--- src/hdl/assert_macros.svh ---
// Assertion macros shared by the RTL of the colour ramp block.
// No dependencies; define ASSERT_OFF to compile the checks away.
`ifndef ASSERT_MACROS_SVH
`define ASSERT_MACROS_SVH
`ifndef ASSERT_OFF
`define ASSERT_IMPLIES(lbl, clk, rst_n, ante, cons) \
    lbl: assert property (@(posedge clk) disable iff (!rst_n) (ante) |-> (cons)) \
        else $error("assertion failed: same-cycle implication");
`define ASSERT_NEXT(lbl, clk, rst_n, ante, cons) \
    lbl: assert property (@(posedge clk) disable iff (!rst_n) (ante) |=> (cons)) \
        else $error("assertion failed: next-cycle implication");
`else
`define ASSERT_IMPLIES(lbl, clk, rst_n, ante, cons)
`define ASSERT_NEXT(lbl, clk, rst_n, ante, cons)
`endif
`endif

--- src/hdl/cri_pkg.sv ---
// Types, constants and the divide-by-255 helper for the colour ramp block.
// No dependencies; used by the interfaces and every module.
`default_nettype none

package cri_pkg;

    localparam int COUNT_W  = 5;
    localparam int IDX_W    = 4;
    localparam int COLOR_W  = 24;
    localparam int INT_W    = 8;
    localparam int CHAN_W   = 8;
    localparam int SCALED_W = 13;
    localparam int SEG_W    = 5;
    localparam int SUM_W    = 16;

    localparam logic REQ_LOOKUP = 1'b0;
    localparam logic REQ_LOAD   = 1'b1;

    localparam logic [CHAN_W-1:0] RAMP_FULL = 8'd255;

    typedef struct packed {
        logic                is_load;
        logic [IDX_W-1:0]    entry_index;
        logic [COLOR_W-1:0]  entry_color;
        logic                zero_int;
        logic                empty;
        logic [SCALED_W-1:0] scaled;
    } scale_t;

    typedef struct packed {
        logic               zero_int;
        logic               empty;
        logic               prev_black;
        logic               next_zero;
        logic [CHAN_W-1:0]  frac;
        logic [COLOR_W-1:0] prev_color;
        logic [COLOR_W-1:0] next_color;
    } tap_t;

    // exact floor(x / 255) for quotients up to 256
    function automatic logic [8:0] div255(input logic [SUM_W-1:0] x);
        logic [SUM_W:0] t;
        t = 17'(x) + 17'(x >> 8) + 17'd1;
        return t[SUM_W:8];
    endfunction

endpackage

`default_nettype wire

--- src/hdl/cri_if.sv ---
// Valid/ready channel interfaces for request and response items.
// Depends on cri_pkg for field widths.
`default_nettype none

interface cri_req_if;
    logic                        valid;
    logic                        ready;
    logic                        req_type;
    logic [cri_pkg::IDX_W-1:0]   entry_index;
    logic [cri_pkg::COLOR_W-1:0] entry_color;
    logic [cri_pkg::INT_W-1:0]   intensity;

    modport source (output valid, req_type, entry_index, entry_color, intensity,
                    input ready);
    modport sink (input valid, req_type, entry_index, entry_color, intensity,
                  output ready);
endinterface

interface cri_rsp_if;
    logic                       valid;
    logic                       ready;
    logic [cri_pkg::CHAN_W-1:0] red;
    logic [cri_pkg::CHAN_W-1:0] green;
    logic [cri_pkg::CHAN_W-1:0] blue;
    logic                       color_valid;

    modport source (output valid, red, green, blue, color_valid, input ready);
    modport sink (input valid, red, green, blue, color_valid, output ready);
endinterface

`default_nettype wire

--- src/hdl/cri_scale.sv ---
// Entry stage: clamp the entry count and scale the intensity by it.
// Depends on cri_pkg and cri_req_if.
`default_nettype none

module cri_scale #(
    parameter int PALETTE_DEPTH = 16
) (
    input  wire logic                        clk,
    input  wire logic                        rst_n,
    cri_req_if.sink                          req,
    input  wire logic [cri_pkg::COUNT_W-1:0] palette_count,
    output cri_pkg::scale_t                  s1_data,
    output logic                             s1_valid,
    input  wire logic                        s1_ready
);

    localparam logic [8:0] DEPTH_LIM = 9'(PALETTE_DEPTH);

    logic                            valid_reg;
    cri_pkg::scale_t                 data_reg;
    cri_pkg::scale_t                 data_next;
    logic [cri_pkg::COUNT_W-1:0]     count;
    logic                            accept;

    assign req.ready = !valid_reg || s1_ready;
    assign accept    = req.valid && req.ready;

    always_comb
    begin
        if (9'(palette_count) > DEPTH_LIM)
        begin
            count = DEPTH_LIM[cri_pkg::COUNT_W-1:0];
        end
        else
        begin
            count = palette_count;
        end
        data_next.is_load     = (req.req_type == cri_pkg::REQ_LOAD);
        data_next.entry_index = req.entry_index;
        data_next.entry_color = req.entry_color;
        data_next.zero_int    = (req.intensity == '0);
        data_next.empty       = (count == '0);
        data_next.scaled      = cri_pkg::SCALED_W'(req.intensity)
                              * cri_pkg::SCALED_W'(count);
    end

    always_ff @(posedge clk or negedge rst_n)
    begin
        if (!rst_n)
        begin
            valid_reg <= 1'b0;
        end
        else if (req.ready)
        begin
            valid_reg <= req.valid;
        end
    end

    always_ff @(posedge clk)
    begin
        if (accept)
        begin
            data_reg <= data_next;
        end
    end

    assign s1_valid = valid_reg;
    assign s1_data  = data_reg;

endmodule

`default_nettype wire

--- src/hdl/cri_palette.sv ---
// Segment stage: split the scaled position into segment and fraction,
// write loads into the palette store and read both ramp neighbours.
// Depends on cri_pkg.
`default_nettype none

module cri_palette #(
    parameter int PALETTE_DEPTH = 16
) (
    input  wire logic            clk,
    input  wire logic            rst_n,
    input  wire cri_pkg::scale_t s1_data,
    input  wire logic            s1_valid,
    output logic                 s1_ready,
    output cri_pkg::tap_t        tap_data,
    output logic                 tap_valid,
    input  wire logic            tap_ready
);

    localparam int AW = (PALETTE_DEPTH > 1) ? $clog2(PALETTE_DEPTH) : 1;
    localparam logic [8:0] DEPTH_LIM = 9'(PALETTE_DEPTH);

    logic [cri_pkg::COLOR_W-1:0] mem [PALETTE_DEPTH];

    logic                            valid_reg;
    logic                            zero_int_reg;
    logic                            empty_reg;
    logic                            prev_black_reg;
    logic                            next_zero_reg;
    logic [cri_pkg::CHAN_W-1:0]      frac_reg;
    logic [cri_pkg::COLOR_W-1:0]     prev_color_reg;
    logic [cri_pkg::COLOR_W-1:0]     next_color_reg;

    logic [8:0]                      quot;
    logic [cri_pkg::SEG_W-1:0]       seg;
    logic [cri_pkg::SCALED_W-1:0]    seg_times;
    logic [cri_pkg::SCALED_W-1:0]    rem;
    logic [8:0]                      seg_ext;
    logic [8:0]                      prev_ext;
    logic [8:0]                      idx_ext;
    logic [AW-1:0]                   next_addr;
    logic [AW-1:0]                   prev_addr;
    logic [AW-1:0]                   wr_addr;
    logic                            adv;
    logic                            do_write;
    logic                            do_read;

    assign s1_ready = !valid_reg || tap_ready;
    assign adv      = s1_valid && s1_ready;
    assign do_write = adv && s1_data.is_load && (idx_ext < DEPTH_LIM);
    assign do_read  = adv && !s1_data.is_load;

    always_comb
    begin
        quot      = cri_pkg::div255(cri_pkg::SUM_W'(s1_data.scaled));
        seg       = quot[cri_pkg::SEG_W-1:0];
        seg_times = (cri_pkg::SCALED_W'(seg) << 8) - cri_pkg::SCALED_W'(seg);
        rem       = s1_data.scaled - seg_times;
        seg_ext   = 9'(seg);
        prev_ext  = seg_ext - 9'd1;
        idx_ext   = 9'(s1_data.entry_index);
        next_addr = seg_ext[AW-1:0];
        prev_addr = prev_ext[AW-1:0];
        wr_addr   = idx_ext[AW-1:0];
    end

    always_ff @(posedge clk)
    begin
        if (do_write)
        begin
            mem[wr_addr] <= s1_data.entry_color;
        end
    end

    always_ff @(posedge clk)
    begin
        if (do_read)
        begin
            prev_color_reg <= mem[prev_addr];
            next_color_reg <= mem[next_addr];
            zero_int_reg   <= s1_data.zero_int;
            empty_reg      <= s1_data.empty;
            prev_black_reg <= (seg == '0);
            next_zero_reg  <= (rem == '0);
            frac_reg       <= rem[cri_pkg::CHAN_W-1:0];
        end
    end

    always_ff @(posedge clk or negedge rst_n)
    begin
        if (!rst_n)
        begin
            valid_reg <= 1'b0;
        end
        else if (s1_ready)
        begin
            valid_reg <= s1_valid && !s1_data.is_load;
        end
    end

    assign tap_valid           = valid_reg;
    assign tap_data.zero_int   = zero_int_reg;
    assign tap_data.empty      = empty_reg;
    assign tap_data.prev_black = prev_black_reg;
    assign tap_data.next_zero  = next_zero_reg;
    assign tap_data.frac       = frac_reg;
    assign tap_data.prev_color = prev_color_reg;
    assign tap_data.next_color = next_color_reg;

endmodule

`default_nettype wire

--- src/hdl/cri_blend.sv ---
// Blend stages: weight both neighbours per channel, then divide by 255
// into the output register. Depends on cri_pkg and cri_rsp_if.
`default_nettype none

module cri_blend (
    input  wire logic          clk,
    input  wire logic          rst_n,
    input  wire cri_pkg::tap_t tap_data,
    input  wire logic          tap_valid,
    output logic               tap_ready,
    cri_rsp_if.source          rsp
);

    logic                                 a_valid_reg;
    logic                                 a_black_reg;
    logic                                 a_cvalid_reg;
    logic [2:0][cri_pkg::SUM_W-1:0]       sum_reg;
    logic [2:0][cri_pkg::SUM_W-1:0]       sum_next;
    logic [2:0][cri_pkg::CHAN_W-1:0]      p;
    logic [2:0][cri_pkg::CHAN_W-1:0]      n;
    logic [2:0][8:0]                      quot;
    logic [cri_pkg::CHAN_W-1:0]           wt_prev;
    logic                                 b_ready;
    logic                                 rsp_valid_reg;
    logic [2:0][cri_pkg::CHAN_W-1:0]      chan_reg;
    logic                                 cvalid_reg;

    assign b_ready   = !rsp_valid_reg || rsp.ready;
    assign tap_ready = !a_valid_reg || b_ready;
    assign wt_prev   = cri_pkg::RAMP_FULL - tap_data.frac;

    for (genvar k = 0; k < 3; k++)
    begin : g_chan
        localparam int SH = 16 - 8 * k;
        assign p[k] = tap_data.prev_black ? '0 : tap_data.prev_color[SH +: 8];
        assign n[k] = tap_data.next_zero  ? '0 : tap_data.next_color[SH +: 8];
        assign sum_next[k] = cri_pkg::SUM_W'(wt_prev) * cri_pkg::SUM_W'(p[k])
                           + cri_pkg::SUM_W'(tap_data.frac) * cri_pkg::SUM_W'(n[k]);
        assign quot[k] = cri_pkg::div255(sum_reg[k]);
    end

    always_ff @(posedge clk or negedge rst_n)
    begin
        if (!rst_n)
        begin
            a_valid_reg   <= 1'b0;
            rsp_valid_reg <= 1'b0;
        end
        else
        begin
            if (tap_ready)
            begin
                a_valid_reg <= tap_valid;
            end
            if (b_ready)
            begin
                rsp_valid_reg <= a_valid_reg;
            end
        end
    end

    always_ff @(posedge clk)
    begin
        if (tap_valid && tap_ready)
        begin
            sum_reg      <= sum_next;
            a_black_reg  <= tap_data.zero_int || tap_data.empty;
            a_cvalid_reg <= tap_data.zero_int || !tap_data.empty;
        end
        if (a_valid_reg && b_ready)
        begin
            for (int k = 0; k < 3; k++)
            begin
                chan_reg[k] <= a_black_reg ? '0 : quot[k][cri_pkg::CHAN_W-1:0];
            end
            cvalid_reg <= a_cvalid_reg;
        end
    end

    assign rsp.valid       = rsp_valid_reg;
    assign rsp.red         = chan_reg[0];
    assign rsp.green       = chan_reg[1];
    assign rsp.blue        = chan_reg[2];
    assign rsp.color_valid = cvalid_reg;

endmodule

`default_nettype wire

--- src/hdl/color_ramp_interpolator.sv ---
// Colour ramp interpolator top level: count register and pipeline wiring.
// Depends on cri_pkg, cri_if, cri_scale, cri_palette, cri_blend and
// assert_macros.svh.
//
// Usage:
//   req carries load items (req_type 1: write entry_color at entry_index)
//   and lookup items (req_type 0: map intensity onto the ramp). rsp carries
//   one item per lookup: red, green, blue and color_valid. Loads give none.
//   cfg_wr_en/cfg_wr_data set the number of ramp entries in use; write it
//   only while no items are in flight.
//   A lookup passes the scale register, the palette read, the weighting
//   and the divide/output register on its way to rsp.
//   A load is written into the palette store as it leaves the scale
//   register, so a lookup accepted directly after it already sees the new entry.
//   Throughput: one item per clock while rsp is not stalled, set by the
//   single-ported write and dual-ported registered read of the palette store.
//   Reset empties the pipeline and clears the entry count; palette
//   contents are undefined until loaded.
//   A stalled rsp holds its item; stages fill behind it, and req.ready
//   drops once every stage holds an item.
`default_nettype none
`include "assert_macros.svh"

module color_ramp_interpolator #(
    parameter int PALETTE_DEPTH = 16
) (
    input  wire logic                        clk,
    input  wire logic                        rst_n,
    cri_req_if.sink                          req,
    cri_rsp_if.source                        rsp,
    input  wire logic                        cfg_wr_en,
    input  wire logic [cri_pkg::COUNT_W-1:0] cfg_wr_data
);

    logic [cri_pkg::COUNT_W-1:0] palette_count_reg;
    cri_pkg::scale_t             s1_data;
    logic                        s1_valid;
    logic                        s1_ready;
    cri_pkg::tap_t               tap_data;
    logic                        tap_valid;
    logic                        tap_ready;
    logic                        rsp_is_black;

    always_ff @(posedge clk or negedge rst_n)
    begin
        if (!rst_n)
        begin
            palette_count_reg <= '0;
        end
        else if (cfg_wr_en)
        begin
            palette_count_reg <= cfg_wr_data;
        end
    end

    cri_scale #(
        .PALETTE_DEPTH (PALETTE_DEPTH)
    ) u_scale (
        .clk           (clk),
        .rst_n         (rst_n),
        .req           (req),
        .palette_count (palette_count_reg),
        .s1_data       (s1_data),
        .s1_valid      (s1_valid),
        .s1_ready      (s1_ready)
    );

    cri_palette #(
        .PALETTE_DEPTH (PALETTE_DEPTH)
    ) u_palette (
        .clk       (clk),
        .rst_n     (rst_n),
        .s1_data   (s1_data),
        .s1_valid  (s1_valid),
        .s1_ready  (s1_ready),
        .tap_data  (tap_data),
        .tap_valid (tap_valid),
        .tap_ready (tap_ready)
    );

    cri_blend u_blend (
        .clk       (clk),
        .rst_n     (rst_n),
        .tap_data  (tap_data),
        .tap_valid (tap_valid),
        .tap_ready (tap_ready),
        .rsp       (rsp)
    );

    assign rsp_is_black = (rsp.red == '0) && (rsp.green == '0) && (rsp.blue == '0);

    `ASSERT_IMPLIES(a_invalid_is_black, clk, rst_n, rsp.valid && !rsp.color_valid, rsp_is_black)
    `ASSERT_NEXT(a_s1_hold, clk, rst_n, s1_valid && !s1_ready, s1_valid && $stable(s1_data))
    `ASSERT_NEXT(a_tap_hold, clk, rst_n, tap_valid && !tap_ready, tap_valid && $stable(tap_data))

endmodule

`default_nettype wire

--- src/flat_wrapper.sv ---
// flat-port wrapper written by rule: the top's interface ports become plain ports
module color_ramp_interpolator_flat 
#(
    parameter int PALETTE_DEPTH = 16
)
  (clk, rst_n, cfg_wr_en, cfg_wr_data, req_valid, req_req_type, req_entry_index, req_entry_color, req_intensity, req_ready, rsp_valid, rsp_red, rsp_green, rsp_blue, rsp_color_valid, rsp_ready);
  cri_req_if req_i ();
  cri_rsp_if rsp_i ();
  input  wire logic clk;
  input  wire logic rst_n;
  input  wire logic cfg_wr_en;
  input  wire logic [cri_pkg::COUNT_W-1:0] cfg_wr_data;
  input wire logic [$bits(req_i.valid)-1:0] req_valid;
  input wire logic [$bits(req_i.req_type)-1:0] req_req_type;
  input wire logic [$bits(req_i.entry_index)-1:0] req_entry_index;
  input wire logic [$bits(req_i.entry_color)-1:0] req_entry_color;
  input wire logic [$bits(req_i.intensity)-1:0] req_intensity;
  output wire logic [$bits(req_i.ready)-1:0] req_ready;
  output wire logic [$bits(rsp_i.valid)-1:0] rsp_valid;
  output wire logic [$bits(rsp_i.red)-1:0] rsp_red;
  output wire logic [$bits(rsp_i.green)-1:0] rsp_green;
  output wire logic [$bits(rsp_i.blue)-1:0] rsp_blue;
  output wire logic [$bits(rsp_i.color_valid)-1:0] rsp_color_valid;
  input wire logic [$bits(rsp_i.ready)-1:0] rsp_ready;
  assign req_i.valid = req_valid;
  assign req_i.req_type = req_req_type;
  assign req_i.entry_index = req_entry_index;
  assign req_i.entry_color = req_entry_color;
  assign req_i.intensity = req_intensity;
  assign req_ready = req_i.ready;
  assign rsp_valid = rsp_i.valid;
  assign rsp_red = rsp_i.red;
  assign rsp_green = rsp_i.green;
  assign rsp_blue = rsp_i.blue;
  assign rsp_color_valid = rsp_i.color_valid;
  assign rsp_i.ready = rsp_ready;
  color_ramp_interpolator #(.PALETTE_DEPTH(PALETTE_DEPTH)) u_core (.clk(clk), .rst_n(rst_n), .req(req_i), .rsp(rsp_i), .cfg_wr_en(cfg_wr_en), .cfg_wr_data(cfg_wr_data));
endmodule
--- config.mk ---
export PLATFORM = sky130hd
export DESIGN_NAME = color_ramp_interpolator_flat
export DESIGN_NICKNAME = d
export VERILOG_FILES = /design/src/hdl/cri_pkg.sv /design/src/hdl/cri_if.sv /design/src/hdl/cri_scale.sv /design/src/hdl/cri_palette.sv /design/src/hdl/cri_blend.sv /design/src/hdl/color_ramp_interpolator.sv /design/src/flat_wrapper.sv
export VERILOG_INCLUDE_DIRS = /design/src /design/src/hdl
export SDC_FILE = /design/constraint.sdc
export NUM_CORES = 2
export LEC_CHECK = 0
export BUFFER_PORTS_ARGS = -buffer_cell sky130_fd_sc_hd__buf_2
export CAP_MARGIN = 0
export CORE_MARGIN = 5
export CORE_UTILIZATION = 40
export DETAILED_ROUTE_END_ITERATION = 8
export PLACE_DENSITY = 0.65
export SETUP_SLACK_MARGIN = 0.02
export SLEW_MARGIN = 15
export SYNTH_ARGS = -nofsm -noshare
export SYNTH_HDL_FRONTEND = slang
export SYNTH_SLANG_ARGS = --single-unit
--- constraint.sdc ---
create_clock -name clk -period 8.25 [get_ports clk]
set_clock_uncertainty 0.15 [all_clocks]
set_input_delay 1.2375 -clock clk [delete_from_list [all_inputs] [get_ports clk]]
set_output_delay 1.2375 -clock clk [all_outputs]
set_load 0.01 [all_outputs]
# ---- Word-level counts from Yosys, hierarchy flattened
# Memories as Yosys holds them, arrays and structs flattened. A register that Yosys moved wholly into a read port is not among the register bits.
# Cells that the tools add are included.
dict set report totals {
  ff_bits 140
  latchBits 0
  ram_bits 384
  rom_bits 0
  in_bits 47
  out_inout_bits 27
  wordCells 83
  n_memories 1
}
dict set report classes {
  add_sub_neg 15
  mul 7
  n_div 0
  n_lt_le_gt_ge 2
  eq_ne 0
  n_shift 0
  mux 9
  bitwise 0
  n_reduce_logical 24
}
# name depth word_bits rd rd_clocked_by_memory_dff write_ports line
set memory_table {}
lappend memory_table {u_core.u_palette.mem 16 24 2 2 1 cri_palette.sv:22} ;# logic [cri_pkg::COLOR_W-1:0] mem [PALETTE_DEPTH];
# op count
set op_table {}
lappend op_table {{$mul 8x8->16} 6}
lappend op_table {{$add 16x1->16 const B} 3}
lappend op_table {{$add 16x16->16} 3}
lappend op_table {{$add 16x8->16} 3}
lappend op_table {{$mux 8} 6}
lappend op_table {{$add 13x1->13 const B} 1}
lappend op_table {{$add 13x5->13} 1}
lappend op_table {{$logic_not 13->1} 1}
lappend op_table {{$mul 8x5->13} 1}
lappend op_table {{$sub 13x13->13} 1}
lappend op_table {{$sub 13x5->13} 1}
lappend op_table {{$logic_not 5->1} 2}
lappend op_table {{$logic_and 1x1->1} 8}
lappend op_table {{$logic_not 8->1} 1}
lappend op_table {{$sub 8x8->8 const A} 1}
lappend op_table {{$logic_not 1->1} 6}
lappend op_table {{$logic_or 1x1->1} 6}
lappend op_table {{$gt 5x5->1 const B} 1}
lappend op_table {{$lt 4x5->1 const B} 1}
lappend op_table {{$mux 5} 1}
lappend op_table {{$sub 4x1->4 const B} 1}
lappend op_table {{$mux 1} 2}

# ---- Depth between registers and ports, before layout
dict set report depth {
  word_depth 9
  mapped_depth 23
  ltp_nobuf 22
}

# ---- By module
# A second synthesis with hierarchy kept.
dict set report unflattened {
  hier_cells 2920
  area_unflattened_um2 39743.1
}
# module n_inst cells_each area_per_inst_um2 seq_area_each_um2
set modules_own_cells {}
lappend modules_own_cells {cri_palette 1 908 20171.8 13357.8}
lappend modules_own_cells {cri_blend 1 1795 16711.0 2302.2}
lappend modules_own_cells {cri_scale 1 207 2678.8 1346.3}
lappend modules_own_cells {color_ramp_interpolator 1 10 181.4 125.1}

# ---- Least setup slack after synthesis
# OpenSTA, ideal clock, no wires.
dict set report synth_timing {
  path_type {register to register}
  startpoint {register u_core.u_palette.prev_black_reg}
  endpoint {register u_core.u_blend.sum_reg[14] in the netlist's numbering (data pin)}
  t_arrival_ps 5562
  t_required_ps 7838
  slack_ps 2276
  stages_incl_launch_ff 22
  path_buffers 2
  synth_period_minus_slack_ps 5974
  path_cell_list {edfxtp_1 -> clkbuf_1 -> nand2b_1 -> clkbuf_1 -> or2_2 -> fa_1 -> fa_1 -> fa_1 -> inv_1 -> fa_1 -> fa_1 -> inv_1 -> fa_1 -> inv_1 -> ha_1 -> nor3_1 -> o211ai_1 -> a31o_2 -> a21o_1 -> a21oi_1 -> a21oi_1 -> xor2_1}
}
# item line
set synth_rtl {}
lappend synth_rtl {{from (decl)} cri_palette.sv:27} ;# logic prev_black_reg;
lappend synth_rtl {{from (signal assigned)} cri_palette.sv:82} ;# prev_black_reg <= (seg == '0);
lappend synth_rtl {{to (signal assigned)} cri_blend.sv:66} ;# sum_reg <= sum_next;
lappend synth_rtl {{to (decl)} cri_blend.sv:17} ;# logic [2:0][cri_pkg::SUM_W-1:0] sum_reg;

==> metrics.cfg <==
[cells_and_area]
fillCellCount=8740
drive_above_1_share=0.171
final_cell_mix=edfxtp_1 (563), inv_1 (470), fa_1 (306), ha_1 (256), mux4_2 (240)
nNetsFinal=3569
layout_commonest_cell=edfxtp_1
largest_register_ffs=384
stdcell_area_um2=43600
diodes=0
area_growth_pct=10.5

[clock_network]
cts_hold_buf=0
post_cts_resized=0
clkTransAtPathRegs_ps=60
clock_latency_ps=620
cts_sinks=572
cts_buffer_depth=3
cts_tree=built
htreeDepth=3
postCtsSetupBuffers=0
root_buffer=clkbuf_16
cts_buffers=66

[global_routing]
grt_usage=0.165
grt_max_degree=112
antenna_found_initial=3
grt_remaining_overflow=0
grt_pass1_wl_um=134000
first_global_vias=23300

[timing]
tightest_slew_ps=1000
finalHoldViolCount=0
fin_tns_setup_ps=0
slew-limit-headroom=0.330
rsz0062_at_grt=no
min_period_ps=6690
max_freq_mhz=150
period_share=0.811
report.final.slew_viol_count=0
setup_viol=0

[routing]
dr_total_vias=22500
dr.pass1.iters=5
drcViolationCount=0
totalWireLength_um=84800
wl_per_cell_um=19.7
postRouteAntennaNets=0
post_drt_via_cell_ratio=5.25
drt_iter0_drc=1917

[min_path]
hold_path.class=register to register
hold_depth=0

[synthesis]
yosys-mux-area-fraction=0.139
synthAdderAreaFrac=0.237
synth-xor-area-share=0.0191
yosysTopAreaCellShare=0.428
synth_seq_cells=572
synth_compound_area_frac=0.0255
async_reset_ff_frac=0.0157
yosysWarningCount=0
syn_inst=2891
yosys.area_share.simple=0.0893
synth_edf_count=563
seq_area_frac_synth=0.434
synth_top_family_by_area=adder cells
synth_nets=3503
postSynthAreaPerCell_um2=13.7
synth.area.top_cells=edfxtp_1 (43%), fa_1 (16%), mux4_2 (14%)
netlist_area_um2=39500
synth_top_cell_by_area=edfxtp_1
ys_types=58
synthFlopType=edfxtp_1

[place]
gp_congestion=0.817
placed_area_um2=41500
hpwl_um=57000
io_buffers=73

[critical_path]
critical_path_class=register to register
crit_arrival_ps=6880
ff2ff_setup_slack_ps=1560
start_kind=register
end_kind=register
cp_data_required_time_ps=8450
r2r_cells=19
crit_fanout=36

[die]
start_util=0.402
die_y_um=324
die_area_um2=105000
core_um2=98100
die_x_um=324
rows=115
ios=74

[job]
cap_viol_max_count=0

[run_status]
status=complete, no violations

per-layer routing:
layer / vias up / routed length (µm) / GRT usage
met5: - / 0 / 0
met4: 0 / 1320 / 0.0331
met3: 100 / 5510 / 0.0327
met2: 688 / 41500 / 0.276
met1: 11600 / 36400 / 0.227
li1: 10200 / - / -
layout make-up:
type	count	area, µm²	area share
inverters	471	1770	0.0405
multi-input cells	1735	20300	0.466
well taps	1287	1610	0.0369
repair buffers	111	663	0.0152
clock inverters	42	413	0.00947
clock buffers	77	1710	0.0393
flip-flops and latches	572	17100	0.393
worst paths after layout:
path	startpoint	endpoint
worst max-delay path	u_core.u_palette.prev_black_reg	u_core.u_blend.sum_reg[30]
worst min-delay path	u_core.u_scale.s1_data[13]	u_core.u_palette.empty_reg
worst max register to register	u_core.u_palette.prev_black_reg	u_core.u_blend.sum_reg[30]
worst min register to register	u_core.u_scale.s1_data[13]	u_core.u_palette.empty_reg
max in group asynchronous	rst_n	u_core.u_blend.a_valid_reg
min in group asynchronous	rst_n	u_core.palette_count_reg[1]
worst max-delay path, cell delays in order (launching register included):
cell and delay [ps]:
edfxtp_1 790, nand2b_1 480, or2_2 370, fa_1 530, inv_1 50, fa_1 470
inv_1 50, fa_1 480, fa_1 560, fa_1 430, fa_1 480, inv_1 40
ha_1 330, nand2_1 70, o21ai_0 380, o211ai_1 160, a21boi_0 250, nor3_1 80
o21bai_1 170, xor2_1 90
synth_stat cells (5+ instances only):
library cell and instances:
nand2_1 95, mux2_2 6, edfxtp_1 563, a21oi_1 44, nand2b_1 89, fa_1 306, xnor2_1 51, a21o_1 16
inv_1 470, nor3_1 17, o211ai_1 5, ha_1 259, clkbuf_1 89, and3_1 5, nor2_1 192, or2_2 30
nor2b_1 47, buf_2 20, nand3_1 14, dfrtp_1 9, nand4_1 8, a211oi_1 8, or4_1 6, o21a_1 10
and2_1 165, xor2_1 35, mux4_2 240, o21ai_0 43
metrics by stage:
step	setup WS (ps)	hold WS (ps)	instances	utilization
floorplan	2280	250	2891	-
global placement	1690	254	4176	0.423
detailed placement	1580	255	4176	0.423
CTS	1580	266	4295	0.444
global route	1170	270	4295	0.444
finish	1560	266	4295	0.444
logic make-up (layout without fill, tap and decap cells):
group,after synthesis,in the layout
AOI/OAI and AO/OA,157,157
xor gates and xnor gates,86,86
adders and majority gates,565,565
buffers and inverters,584,701
DFF,572,572
muxes,247,247
and+or+nand+nor,680,680
Power is not shown: default switching activity piles up to over one toggle a cycle in this logic, so the estimate is an artifact.
